==> config.mk <==
export PLATFORM = sky130hd
export DESIGN_NAME = voxel_cube_occupancy_expander
export DESIGN_NICKNAME = d
export VERILOG_FILES = /design/src/rtl/vcoe_pkg.sv /design/src/rtl/vcoe_check.sv /design/src/rtl/vcoe_seq.sv /design/src/rtl/voxel_cube_occupancy_expander.sv
export SDC_FILE = /design/constraint.sdc
export NUM_CORES = 1
export LEC_CHECK = 0
export BUFFER_PORTS_ARGS = -buffer_cell sky130_fd_sc_hd__buf_2
export CORE_ASPECT_RATIO = 1.2
export CORE_MARGIN = 5
export CORE_UTILIZATION = 60
export CTS_BUF_LIST = sky130_fd_sc_hd__clkbuf_8
export DETAILED_ROUTE_END_ITERATION = 10
export PLACE_DENSITY_LB_ADDON = 0.3
export RECOVER_POWER = 25
export SLEW_MARGIN = 20
export SYNTH_ARGS = -nofsm -noshare
export SYNTH_HDL_FRONTEND = slang
export SYNTH_SLANG_ARGS = --single-unit
==> constraint.sdc <==
create_clock -name i_clk -period 14 [get_ports i_clk]
set_clock_uncertainty 0.2 [all_clocks]
set_input_delay 1.4 -clock i_clk [delete_from_list [all_inputs] [get_ports i_clk]]
set_output_delay 1.4 -clock i_clk [all_outputs]
set_load 0.05 [all_outputs]
==> src/rtl/vcoe_pkg.sv <==
`default_nettype none

package vcoe_pkg;

    // Field widths
    localparam int unsigned CUBE_W   = 10;
    localparam int unsigned CELL_W   = 12;
    localparam int unsigned RES_W    = 13;
    localparam int unsigned WORD_W   = 32;
    localparam int unsigned COORD_W  = 30;
    localparam int unsigned MASK_W   = 64;
    localparam int unsigned BIT_W    = 6;
    localparam int unsigned STAT_W   = 2;
    localparam int unsigned CFG_IDX_W = 1;

    // Register reset values
    localparam logic [RES_W-1:0]  GRID_RES_RESET = 13'd64;
    localparam logic [WORD_W-1:0] ATTR_CNT_RESET = 32'd0;

    // Register indexes
    localparam logic [CFG_IDX_W-1:0] CFG_GRID_RES = 1'b0;
    localparam logic [CFG_IDX_W-1:0] CFG_ATTR_CNT = 1'b1;

    // Result status codes
    localparam logic [STAT_W-1:0] STAT_OK   = 2'd0;
    localparam logic [STAT_W-1:0] STAT_ATTR = 2'd1;
    localparam logic [STAT_W-1:0] STAT_GRID = 2'd2;

    typedef enum logic [1:0] {
        ST_IDLE = 2'b01,
        ST_SCAN = 2'b10
    } t_state;

    // Cell under test, from sequencer to check unit
    typedef struct packed {
        logic [CELL_W-1:0] x;
        logic [CELL_W-1:0] y;
        logic [CELL_W-1:0] z;
        logic [WORD_W-1:0] idx;
    } t_cell_req;

    // Emit control, from sequencer to output register
    typedef struct packed {
        logic load;
        logic last;
    } t_emit;

endpackage

`default_nettype wire

==> src/rtl/vcoe_check.sv <==
`default_nettype none

module vcoe_check
    import vcoe_pkg::*;
(
    input  wire t_cell_req         i_req,
    input  wire logic [RES_W-1:0]  i_grid_res,
    input  wire logic [WORD_W-1:0] i_attr_cnt,
    output logic [STAT_W-1:0]      o_status
);

    logic attr_bad;
    logic grid_bad;

    // Attribute bound first, then all three axes against the grid
    assign attr_bad = (i_req.idx >= i_attr_cnt);
    assign grid_bad = ({1'b0, i_req.x} >= i_grid_res) ||
                      ({1'b0, i_req.y} >= i_grid_res) ||
                      ({1'b0, i_req.z} >= i_grid_res);

    always_comb begin
        if (attr_bad) begin
            o_status = STAT_ATTR;
        end else if (grid_bad) begin
            o_status = STAT_GRID;
        end else begin
            o_status = STAT_OK;
        end
    end

endmodule

`default_nettype wire

==> src/rtl/vcoe_seq.sv <==
`default_nettype none

module vcoe_seq
    import vcoe_pkg::*;
(
    input  wire logic               i_clk,
    input  wire logic               i_rst_n,
    input  wire logic               i_in_valid,
    output logic                    o_in_stall,
    input  wire logic [COORD_W-1:0] i_cube_coord,
    input  wire logic [MASK_W-1:0]  i_occupancy_mask,
    input  wire logic [WORD_W-1:0]  i_first_attribute,
    input  wire logic [WORD_W-1:0]  i_bone_index,
    input  wire logic [WORD_W-1:0]  i_refined_group,
    input  wire logic               i_out_free,
    input  wire logic [STAT_W-1:0]  i_status,
    output t_cell_req               o_req,
    output t_emit                   o_emit,
    output logic [WORD_W-1:0]       o_bone,
    output logic [WORD_W-1:0]       o_group
);

    t_state              r_state, n_state;
    logic [MASK_W-1:0]   r_mask;
    logic [BIT_W-1:0]    r_bit;
    logic [WORD_W-1:0]   r_idx;
    logic [CUBE_W-1:0]   r_cx, r_cy, r_cz;
    logic [WORD_W-1:0]   r_bone;
    logic [WORD_W-1:0]   r_group;

    logic accept;
    logic scan;
    logic cur_set;
    logic rest_empty;
    logic fire;
    logic done;

    assign accept     = i_in_valid && !o_in_stall;
    assign scan       = (r_state == ST_SCAN);
    assign cur_set    = r_mask[0];
    assign rest_empty = (r_mask[MASK_W-1:1] == '0);
    assign fire       = scan && cur_set && i_out_free;
    // Cube ends on an error, or on the last set bit
    assign done       = fire && ((i_status != STAT_OK) || rest_empty);

    assign o_in_stall = !(r_state == ST_IDLE);

    // Cell position: cube index times four plus the brick sub-position
    assign o_req.x   = {r_cx, r_bit[1:0]};
    assign o_req.y   = {r_cy, r_bit[3:2]};
    assign o_req.z   = {r_cz, r_bit[5:4]};
    assign o_req.idx = r_idx;

    assign o_emit.load = fire;
    assign o_emit.last = (i_status != STAT_OK) || rest_empty;
    assign o_bone      = r_bone;
    assign o_group     = r_group;

    // State sequencing
    always_comb begin
        n_state = r_state;
        unique case (r_state)
            ST_IDLE: begin
                if (accept && (i_occupancy_mask != '0)) begin
                    n_state = ST_SCAN;
                end
            end
            ST_SCAN: begin
                if (done || (!cur_set && rest_empty)) begin
                    n_state = ST_IDLE;
                end
            end
            default: n_state = ST_IDLE;
        endcase
    end

    always_ff @(posedge i_clk) begin
        if (!i_rst_n) begin
            r_state <= ST_IDLE;
        end else begin
            r_state <= n_state;
        end
    end

    // Cube context and mask walker
    always_ff @(posedge i_clk) begin
        if (accept) begin
            r_mask  <= i_occupancy_mask;
            r_bit   <= '0;
            r_idx   <= i_first_attribute;
            r_cx    <= i_cube_coord[CUBE_W-1:0];
            r_cy    <= i_cube_coord[2*CUBE_W-1:CUBE_W];
            r_cz    <= i_cube_coord[3*CUBE_W-1:2*CUBE_W];
            r_bone  <= i_bone_index;
            r_group <= i_refined_group;
        end else if (scan && (!cur_set || fire)) begin
            r_mask <= r_mask >> 1;
            r_bit  <= r_bit + 1'b1;
            if (fire) begin
                r_idx <= r_idx + 1'b1;
            end
        end
    end

endmodule

`default_nettype wire

==> src/rtl/voxel_cube_occupancy_expander.sv <==
// Channel  | Direction | Handshake              | Payload
// ---------+-----------+------------------------+-----------------------------------------
// cube in  | input     | i_in_valid / o_in_stall| cube_coord, occupancy_mask, first_attr..
// cell out | output    | o_out_valid/i_out_stall| cell_x/y/z, sample_index, bone, group..
// config   | input     | i_cfg_we               | i_cfg_index, i_cfg_data
//
// A cube is walked from bit 0 up to its highest set bit, or up to the failing cell,
// by the single-bit mask walker and its shared check unit.
// An empty mask gives no beat.
// Output stall holds the walker on a set bit until the output register frees.
// Synchronous active-low reset; registers return to resolution 64, count 0.
`default_nettype none

module voxel_cube_occupancy_expander
    import vcoe_pkg::*;
(
    input  wire logic                 i_clk,
    input  wire logic                 i_rst_n,
    // Cube input
    input  wire logic                 i_in_valid,
    output logic                      o_in_stall,
    input  wire logic [COORD_W-1:0]   i_cube_coord,
    input  wire logic [MASK_W-1:0]    i_occupancy_mask,
    input  wire logic [WORD_W-1:0]    i_first_attribute,
    input  wire logic [WORD_W-1:0]    i_bone_index,
    input  wire logic [WORD_W-1:0]    i_refined_group,
    // Cell output
    output logic                      o_out_valid,
    input  wire logic                 i_out_stall,
    output logic [CELL_W-1:0]         o_cell_x,
    output logic [CELL_W-1:0]         o_cell_y,
    output logic [CELL_W-1:0]         o_cell_z,
    output logic [WORD_W-1:0]         o_sample_index,
    output logic [WORD_W-1:0]         o_cell_bone,
    output logic [WORD_W-1:0]         o_cell_group,
    output logic [STAT_W-1:0]         o_status,
    output logic                      o_last,
    // Configuration
    input  wire logic                 i_cfg_we,
    input  wire logic [CFG_IDX_W-1:0] i_cfg_index,
    input  wire logic [WORD_W-1:0]    i_cfg_data
);

    logic [RES_W-1:0]  r_grid_res;
    logic [WORD_W-1:0] r_attr_cnt;
    logic              r_out_valid;

    t_cell_req         req;
    t_emit             emit;
    logic [STAT_W-1:0] status;
    logic [WORD_W-1:0] bone;
    logic [WORD_W-1:0] group;
    logic              out_free;

    // Config registers
    always_ff @(posedge i_clk) begin
        if (!i_rst_n) begin
            r_grid_res <= GRID_RES_RESET;
            r_attr_cnt <= ATTR_CNT_RESET;
        end else if (i_cfg_we) begin
            unique case (i_cfg_index)
                CFG_GRID_RES: r_grid_res <= i_cfg_data[RES_W-1:0];
                CFG_ATTR_CNT: r_attr_cnt <= i_cfg_data;
                default: ;
            endcase
        end
    end

    vcoe_seq u_seq (
        .i_clk             (i_clk),
        .i_rst_n           (i_rst_n),
        .i_in_valid        (i_in_valid),
        .o_in_stall        (o_in_stall),
        .i_cube_coord      (i_cube_coord),
        .i_occupancy_mask  (i_occupancy_mask),
        .i_first_attribute (i_first_attribute),
        .i_bone_index      (i_bone_index),
        .i_refined_group   (i_refined_group),
        .i_out_free        (out_free),
        .i_status          (status),
        .o_req             (req),
        .o_emit            (emit),
        .o_bone            (bone),
        .o_group           (group)
    );

    vcoe_check u_check (
        .i_req      (req),
        .i_grid_res (r_grid_res),
        .i_attr_cnt (r_attr_cnt),
        .o_status   (status)
    );

    // Output register: free when empty or its beat is taken this cycle
    assign out_free = !r_out_valid || !i_out_stall;

    always_ff @(posedge i_clk) begin
        if (!i_rst_n) begin
            r_out_valid <= 1'b0;
        end else if (emit.load) begin
            r_out_valid <= 1'b1;
        end else if (!i_out_stall) begin
            r_out_valid <= 1'b0;
        end
    end

    always_ff @(posedge i_clk) begin
        if (emit.load) begin
            o_cell_x       <= req.x;
            o_cell_y       <= req.y;
            o_cell_z       <= req.z;
            o_sample_index <= req.idx;
            o_cell_bone    <= bone;
            o_cell_group   <= group;
            o_status       <= status;
            o_last         <= emit.last;
        end
    end

    assign o_out_valid = r_out_valid;

endmodule

`default_nettype wire

== Yosys cells after proc, flatten, opt, wreduce, memory -nomap -nowiden ==
Index checks and enable logic that the tools add are counted.
Storage, ports and cells
  flip-flop bits (word level): 379
  input bits: 228
  word-level logic and storage cells: 70
Operators by class
  add/subtract/negate cells: 2
  $lt $le $gt $ge: 4
  equal/unequal tests: 5
  mux-type cells: 12
  bitwise gates (word level): 1
  reduce and logical (&&, ||, !) cells: 26
Operator list (count)
  64-bit 2-to-1 mux: 2
  32-bit 2-to-1 mux: 3
  64-bit nonzero test: 1
  63-bit zero test: 1
  12-bit by 13-bit >= comparator with 1-bit output: 3
  32-bit by 1-bit adder with 32-bit output, second input constant: 1
  32-bit >= comparator: 1
  2-bit 2-to-1 mux: 4
  2-bit AND reduction: 4
  1-bit logical AND: 7
  6-bit by 1-bit adder with 6-bit output, second input constant: 1
  1-bit logical OR: 6
  2-bit nonzero test: 3
  1-bit zero test: 4
  2-bit inequality test, second input constant: 2
  2-bit one-hot mux with 2 select lines: 1
  2-bit by 1-bit == test with 1-bit output, second input constant: 1
  2-bit == test, second input constant: 1
  1-bit 2-to-1 mux: 2
  2-bit by 1-bit inequality test with 1-bit output, second input constant: 1
  1-bit inverter: 1

== Depth between registers and ports, before layout ==
Gate-level depths: netlist of run 1.
  depth after elaboration: 11
  depth in mapped cells: 9

== Modules after synthesis ==
From an unflattened synthesis of run 1, not the netlist that was laid out.
Unflattened totals
  cell total of the unflattened synthesis: 1177
  area total of the unflattened synthesis: 15516.1 µm²
By module, submodules not included
  vcoe_seq: times used 1, cells an instance 642, area each 8076.5 µm²
  voxel_cube_occupancy_expander: times used 1, cells an instance 328, area each 5823.1 µm²
  vcoe_check: times used 1, cells an instance 207, area each 1616.6 µm²

== Least setup slack after synthesis of run 1 ==
No wires, ideal clock.
  path type: in2reg
  start: input i_out_stall
  end: register u_seq.r_idx[0] (enable)
  library setup time: 393 ps
  arrival time: 9241 ps
  path slack: 4167 ps
  stages: 2
  buffers on the path: 0
  cell sequence: a21oi_1 -> nand2b_1
On the way
  word-level cells in the longest chain between the ends: 7
  elaborated cells between the ends (all ways): 8
  classes of those cells: reduce/logical: 8
Ends and longest elaborated chain
  start: declaration: RTL line voxel_cube_occupancy_expander.sv:29  | input wire logic i_out_stall,
  1-bit zero test *
  1-bit logical OR *: RTL line voxel_cube_occupancy_expander.sv:95  | assign out_free = !r_out_valid || !i_out_stall;
  1-bit logical AND *: RTL line vcoe_seq.sv:42  | assign fire = scan && cur_set && i_out_free;
  1-bit logical OR: RTL line vcoe_seq.sv:96  | end else if (scan && (!cur_set || fire)) begin
  1-bit logical AND: RTL line vcoe_seq.sv:96
  2-bit nonzero test (no source line)
  2-bit AND reduction (no source line) *
  end signal: assignment: RTL line vcoe_seq.sv:90  | r_idx <= i_first_attribute;
  end signal: assignment: RTL line vcoe_seq.sv:100  | r_idx <= r_idx + 1'b1;
  end: declaration: RTL line vcoe_seq.sv:26  | logic [WORD_W-1:0] r_idx;
Every way passes the cells marked *; elsewhere a longest branch is shown, timed or not.
A chain may end at the register's enable or synchronous reset.

== Final worst setup path of run 1 ==
  start: input i_in_valid
  end: register u_seq.r_idx[3], data pin
On the way
  word-level cells in the longest chain between the ends: 2
Ends and longest elaborated chain
  start: declaration: RTL line voxel_cube_occupancy_expander.sv:20  | input wire logic i_in_valid,
  1-bit logical AND: RTL line vcoe_seq.sv:38  | assign accept = i_in_valid && !o_in_stall;
  32-bit 2-to-1 mux: RTL line vcoe_seq.sv:87  | if (accept) begin
No other way between the ends.

==> reports/results.tsv, run 1 <==
metric	value	unit
status	finished, final reports clean	
synth_cells	1183	
crit_family	buffers and inverters	
r2r-start	r_grid_res[2]	
yosysWarnings	0	
seq_area	10800	um2
synth_most_common_cell	nand2_1	
hold_viol	0	
drtIter0Drc	769	
path_clk_slew	0.07	ns
dieArea	28800	um2
fin_nets	1872	
grt_pass1_vias	10800	
synth_top_cell_by_area	edfxtp_1	
die_y	185	um
critPathArrivalTime	3.85	ns
synthAdderAreaFrac	0.0572	
cts_hold_buffers	0	
via_per_inst	5.53	
cts.repair.resized	0	
synth_top_family_by_area	simple AND/OR/NAND/NOR gates	
wire_per_inst	19.8	um
yosys.area_share.simple	0.135	
ys.flop_type	edfxtp_1	
clkLatencyLatePin	0.60	ns
grt_pass1_wl	57500	um
synth_xor_area_frac	0.0200	
hold_depth	0	
dr.pass1.iters	5	
rrSetupSlack	10.60	ns
hpwl	27200	um
portBuffers	364	
synth_compound_area_frac	0.0569	
start_util	0.605	
synth_edf_count	325	
die_w	156	um
antenna_found_initial	10	
power_leakage	7.41	nW
worstMarginPinSlew	1.05	ns
drive_gt1_frac	0.281	
cp_num_buf_inv	5	
ios	365	
syn2layout_area_growth	21.2	%
grt_setup_unrepaired	false	
htreeDepth	2	
ys_seq_elements	379	
cts_tree	done	
min_to	o_cell_bone[15]	
max_slew_margin	0.297	
r2r_cells	9	
placed_cells	1846	
ys_types	43	
p_per_area	131	nW/um2
synthTopCellsByArea	edfxtp_1 (64%), nand2_1 (8.3%), dfxtp_1 (7.1%)	
critical_path_class	in2reg	
fin_crit	3.76	ns
fill_cells	1636	
cp_slowest_stage_delay	0.72	ns
muxShareOfSynthArea	0	
gp_congestion	0.812	
fin_crit_sh	0.269	
crit_path_cell_trace	buf_2, inv_2, or2_2, buf_4, inv_6, buf_6, o21ai_0	
async_flop_share	0	
synth_common_cells	nand2_1 (339), edfxtp_1 (325), ha_1 (70), dfxtp_1 (54), inv_1 (52)	
ir_worst_vdd	0.0836	mV
syn-num-nets	1481	
post_cts_buffers	0	
final_cells	1960	
maxSlewViolCount	0	
clock-root-buffer	clkbuf_8	
r2r_end	u_seq.r_state[0]	
setup_viol	0	
clockBufferDepth	3	
slowest_stage	buf_6	
yosysTopAreaCellShare	0.638	
coreArea	25300	um2
clock_sinks	379	
rows	64	
fin_setup_tns	0	ns
start_kind	input port	
grt_util_all_layers	0.257	
cts_made_buffers	56	
avgSynthCellArea	12.9	um2
vias	10800	
grt_max_degree	114	
min_path_type	reg2reg	
post-route-drc-count	0	
path_max_fanout	113	
multiInputGateArea	4140	um2
crit_cells	7	
gr-total-overflow	0	
cp-end-kind	flop	
totalWireLength	38800	um
synth_area	15300	um2
required	14.09	ns
cap_violations	0	
seq_area_frac_synth	0.708	
antenna_left	0	
clock.fmax	266	MHz
min_from	u_seq.o_bone[15]	
[layer usage]
layer | GRT usage | up-vias | share of wire
li1 | - | 5039 | -
met1 | 0.315 | 5084 | 0.35
met2 | 0.449 | 624 | 0.51
met3 | 0.0580 | 86 | 0.10
met4 | 0.0921 | 10 | 0.029
met5 | 0 | - | 0.0018
[sequential cells by signal (all words and copies together), names as in the netlist, 10 cells and up]
register / flops
o_cell_bone: 32
o_cell_group: 32
o_cell_x: 12
o_cell_y: 12
o_cell_z: 12
o_sample_index: 32
r_attr_cnt: 32
r_grid_res: 13
u_seq.o_bone: 32
u_seq.o_group: 32
u_seq.r_cx: 10
u_seq.r_cy: 10
u_seq.r_cz: 10
u_seq.r_idx: 32
u_seq.r_mask: 64
[how the worst max path moves through the flow]
stage | end | start
floorplan | u_seq.r_idx[0] | i_out_stall
global placement | u_seq.r_idx[3] | i_in_valid
detailed placement | u_seq.r_idx[3] | i_in_valid
CTS | u_seq.r_idx[3] | i_in_valid
global route | u_seq.r_idx[3] | i_in_valid
finish | u_seq.r_idx[3] | i_in_valid
[kinds of logic after synthesis]
logic type | after synthesis
AO/OA/AOI/OAI | 134
buffers and inverters | 90
adder cells (fa/ha/maj) | 70
flip-flops | 379
AND/OR/NAND/NOR | 475
XOR/XNOR | 35
[power breakdown]
part | internal (mW) | total, mW | switching (mW)
Sequential | 1.31 | 1.36 | 0.0439
Combinational | 0.0851 | 0.228 | 0.143
Clock | 0.412 | 0.834 | 0.422
[cells in the final DEF, fill, tap and decap left out, drive strengths merged, types with 5 or more instances in the layout]
cell type,instances
a21o,11
inv,73
nor2,26
nand3,19
and4,6
a21oi,21
nand2,339
xor2,16
nor4,34
nand4,18
clkbuf,67
edfxtp,325
clkinv,21
o21ai,38
dfxtp,54
ha,70
xnor2,19
and3,5
a21boi,46
a211oi,5
diode,10
nand2b,6
buf,365
[metrics by stage]
stage | power [mW] | setup slack [ns] | hold WS (ns) | area, um2 | utilization
floorplan | 1.51 | 4.17 | 0.200 | 15300 | -
global placement | 1.59 | 9.37 | 0.200 | 17500 | 0.690
detailed placement | 1.61 | 9.28 | 0.205 | 17500 | 0.690
CTS | 2.43 | 9.91 | 0.214 | 18500 | 0.732
global route | 2.53 | 10.02 | 0.226 | 18500 | 0.732
finish | 2.42 | 10.24 | 0.213 | 18500 | 0.733
[worst reg2reg max path: stages, from the launching register on]
cell,delay [ns]
dfxtp_1,0.33
inv_1,0.11
ha_1,0.24
or4_1,0.56
a21oi_1,0.24
nor4_1,0.10
or4_4,0.52
nor3_2,0.37
or3b_4,0.44
a21o_1,0.19
[cell type report]
type | count | area share
Inverter | 53 | 0.0110
Clock inverter | 42 | 0.0109
Timing Repair Buffer | 370 | 0.101
Tap cell | 330 | 0.0223
Clock buffer | 62 | 0.0460
Antenna cell | 10 | 0.00135
Multi-Input combinational cell | 714 | 0.223
Sequential cell | 379 | 0.585
(Power assumes the default switching activity.)
==> run 2, diff against run 1 <==
Settings changed: CORE_UTILIZATION 60 to 56.
Clock period 14 ns to 3.9 ns, I/O delays scaled along.
==> run 2 against run 1 <==
Effect of this change:
- worst setup slack got worse by 9.5 ns
- hold slack got worse by 0.15 ns
- register-to-register slack got worse by 9.8 ns
- die area rose by 6.7%
- final cell count rose by 11%
- first-iteration DRC count rose by 24%
- global-route usage rose by 2.9 points
- sequential power rose to 3.6 times the previous value
- power rose to 3.7 times the previous value
- clock power rose to 3.8 times the previous value
==> reports/results.tsv, run 2 (synthesis gave the netlist of run 1 again) <==
metric	value	unit
placed_cells	1857	
vias	11900	
fin_setup_tns	0	ns
critPathCapture	u_seq.r_state[0]	
min_path_type	in2reg	
rows	66	
rrSetupSlack	0.79	ns
r2r_end	u_seq.r_state[0]	
post-route-drc-count	0	
antenna_left	0	
fin_util	0.772	
top_register	u_seq.r_mask	
critPathArrivalTime	3.40	ns
clock-root-buffer	clkbuf_8	
antenna_found_initial	2	
p_per_area	436	nW/um2
clock.fmax	321	MHz
via_per_inst	5.46	
die_w	161	um
post_cts_buffers	0	
totalWireLength	44900	um
portBuffers	364	
fin_crit_sh	0.798	
ir_worst_vdd	0.339	mV
start_util	0.567	
fill_cells	1558	
grt_pass1_wl	68300	um
htreeDepth	2	
setup_viol	0	
grt_util_all_layers	0.286	
worstMarginPinSlew	0.870	ns
drtIter0Drc	951	
cp-end-kind	flop	
fin_crit	3.11	ns
cap_violations	0	
critical_path_class	reg2reg	
grt_max_degree	138	
maxSlewViolCount	0	
dr.pass1.iters	6	
coreArea	27000	um2
final_cell_mix	buf_2 (344), nand2_1 (336), edfxtp_1 (325)	
wire_per_inst	20.5	um
clockBufferDepth	3	
cts_made_buffers	56	
crit_start	r_grid_res[10]	
ios	365	
gp_congestion	0.876	
power_leakage	8.32	nW
grt_setup_unrepaired	false	
hpwl	26400	um
dieArea	30700	um2
fin_nets	2096	
placed_cell_area	17500	um2
r2r-start	r_grid_res[10]	
drive_gt1_frac	0.239	
hold_depth	4	
grt_pass1_vias	12300	
gr-total-overflow	0	
start_kind	flop	
largest_reg_flops	64	
final_cells	2185	
clock_sinks	379	
cts_tree	done	
max_slew_margin	0.420	
r2r_cells	9	
hold_viol	0	
required	4.19	ns
final_area	20800	um2
die_y	191	um
layout_commonest_cell	buf_2	
clkLatencyLatePin	0.60	ns
path_clk_slew	0.07	ns
syn2layout_area_growth	36.2	%
path_max_fanout	3	
status	finished, final reports clean	
## run 2: changes by cell type in the layout (fill, tap and decap cells not counted), sizes merged
| cell | previous run | this run |
|---|---|---|
| clkinvlp | 1 | 3 |
| clkinv | 21 | 18 |
| buf | 365 | 351 |
| dlygate4sd3 | 0 | 223 |
| bufinv | 0 | 3 |
| diode | 10 | 3 |
| clkbuf | 67 | 80 |
| inv | 73 | 71 |
## run 2: area by class of cell
type	instances	area, um2	share of cell area
flip-flops and latches	379	10800	0.520
multi-input cells	714	4160	0.199
repair buffers	594	4120	0.198
clock buffers	60	826	0.0396
well taps	340	425	0.0204
clock inverters	42	255	0.0123
inverters	53	204	0.00979
diodes	3	7.51	0.000360
## run 2: repair_timing
| item | 4_1_cts | 5_1_grt |
|---|---|---|
| hold endpoints to repair | 236 | 0 |
| endpoints found under the setup margin | 0 | 0 |
| gates resized for setup | 0 | 0 |
| hold buffers | 223 | 0 |
## run 2: metal layers
layer  part of all wire  global-route usage
met2               0.52               0.515
met3              0.083              0.0675
met1               0.36               0.330
met4              0.039               0.118
met5                  0                   0
## run 2: how the worst min path moves through the flow
stage | start | endpoint
finish | i_cfg_index | r_grid_res[12]
detailed placement | u_seq.o_group[31] | o_cell_group[31]
global placement | u_seq.o_bone[11] | o_cell_bone[11]
CTS | i_cfg_index | r_grid_res[5]
floorplan | u_seq.o_bone[0] | o_cell_bone[0]
global route | i_cfg_index | r_grid_res[7]
## run 2: worst max-delay path, cell delays in order, from the launching register on
cell and delay [ns]:
dfxtp_1 0.35, inv_1 0.09, ha_1 0.33, a21o_1 0.16
a2111oi_0 0.38, a21oi_1 0.16, or4_4 0.50, nor3_2 0.24
or3b_4 0.42, a21o_1 0.18
## run 2: metrics by stage
step                      setup slack, ns  hold WS, ns  total power, mW
after detailed placement            0.832        0.205             5.77
after CTS                           0.808        0.147             9.02
after floorplan                    -0.249        0.200             5.42
after global placement              0.877        0.200             5.72
final                               0.789       0.0645             9.08
after global routing                0.600       0.0819             9.43
## run 2: report_power, final
| part | internal (mW) | total [mW] | switching [mW] | leakage (nW) |
|---|---|---|---|---|
| Combinational | 0.457 | 1.04 | 0.580 | 4.22 |
| Sequential | 4.72 | 4.88 | 0.161 | 3.48 |
| Clock | 1.62 | 3.16 | 1.55 | 0.612 |
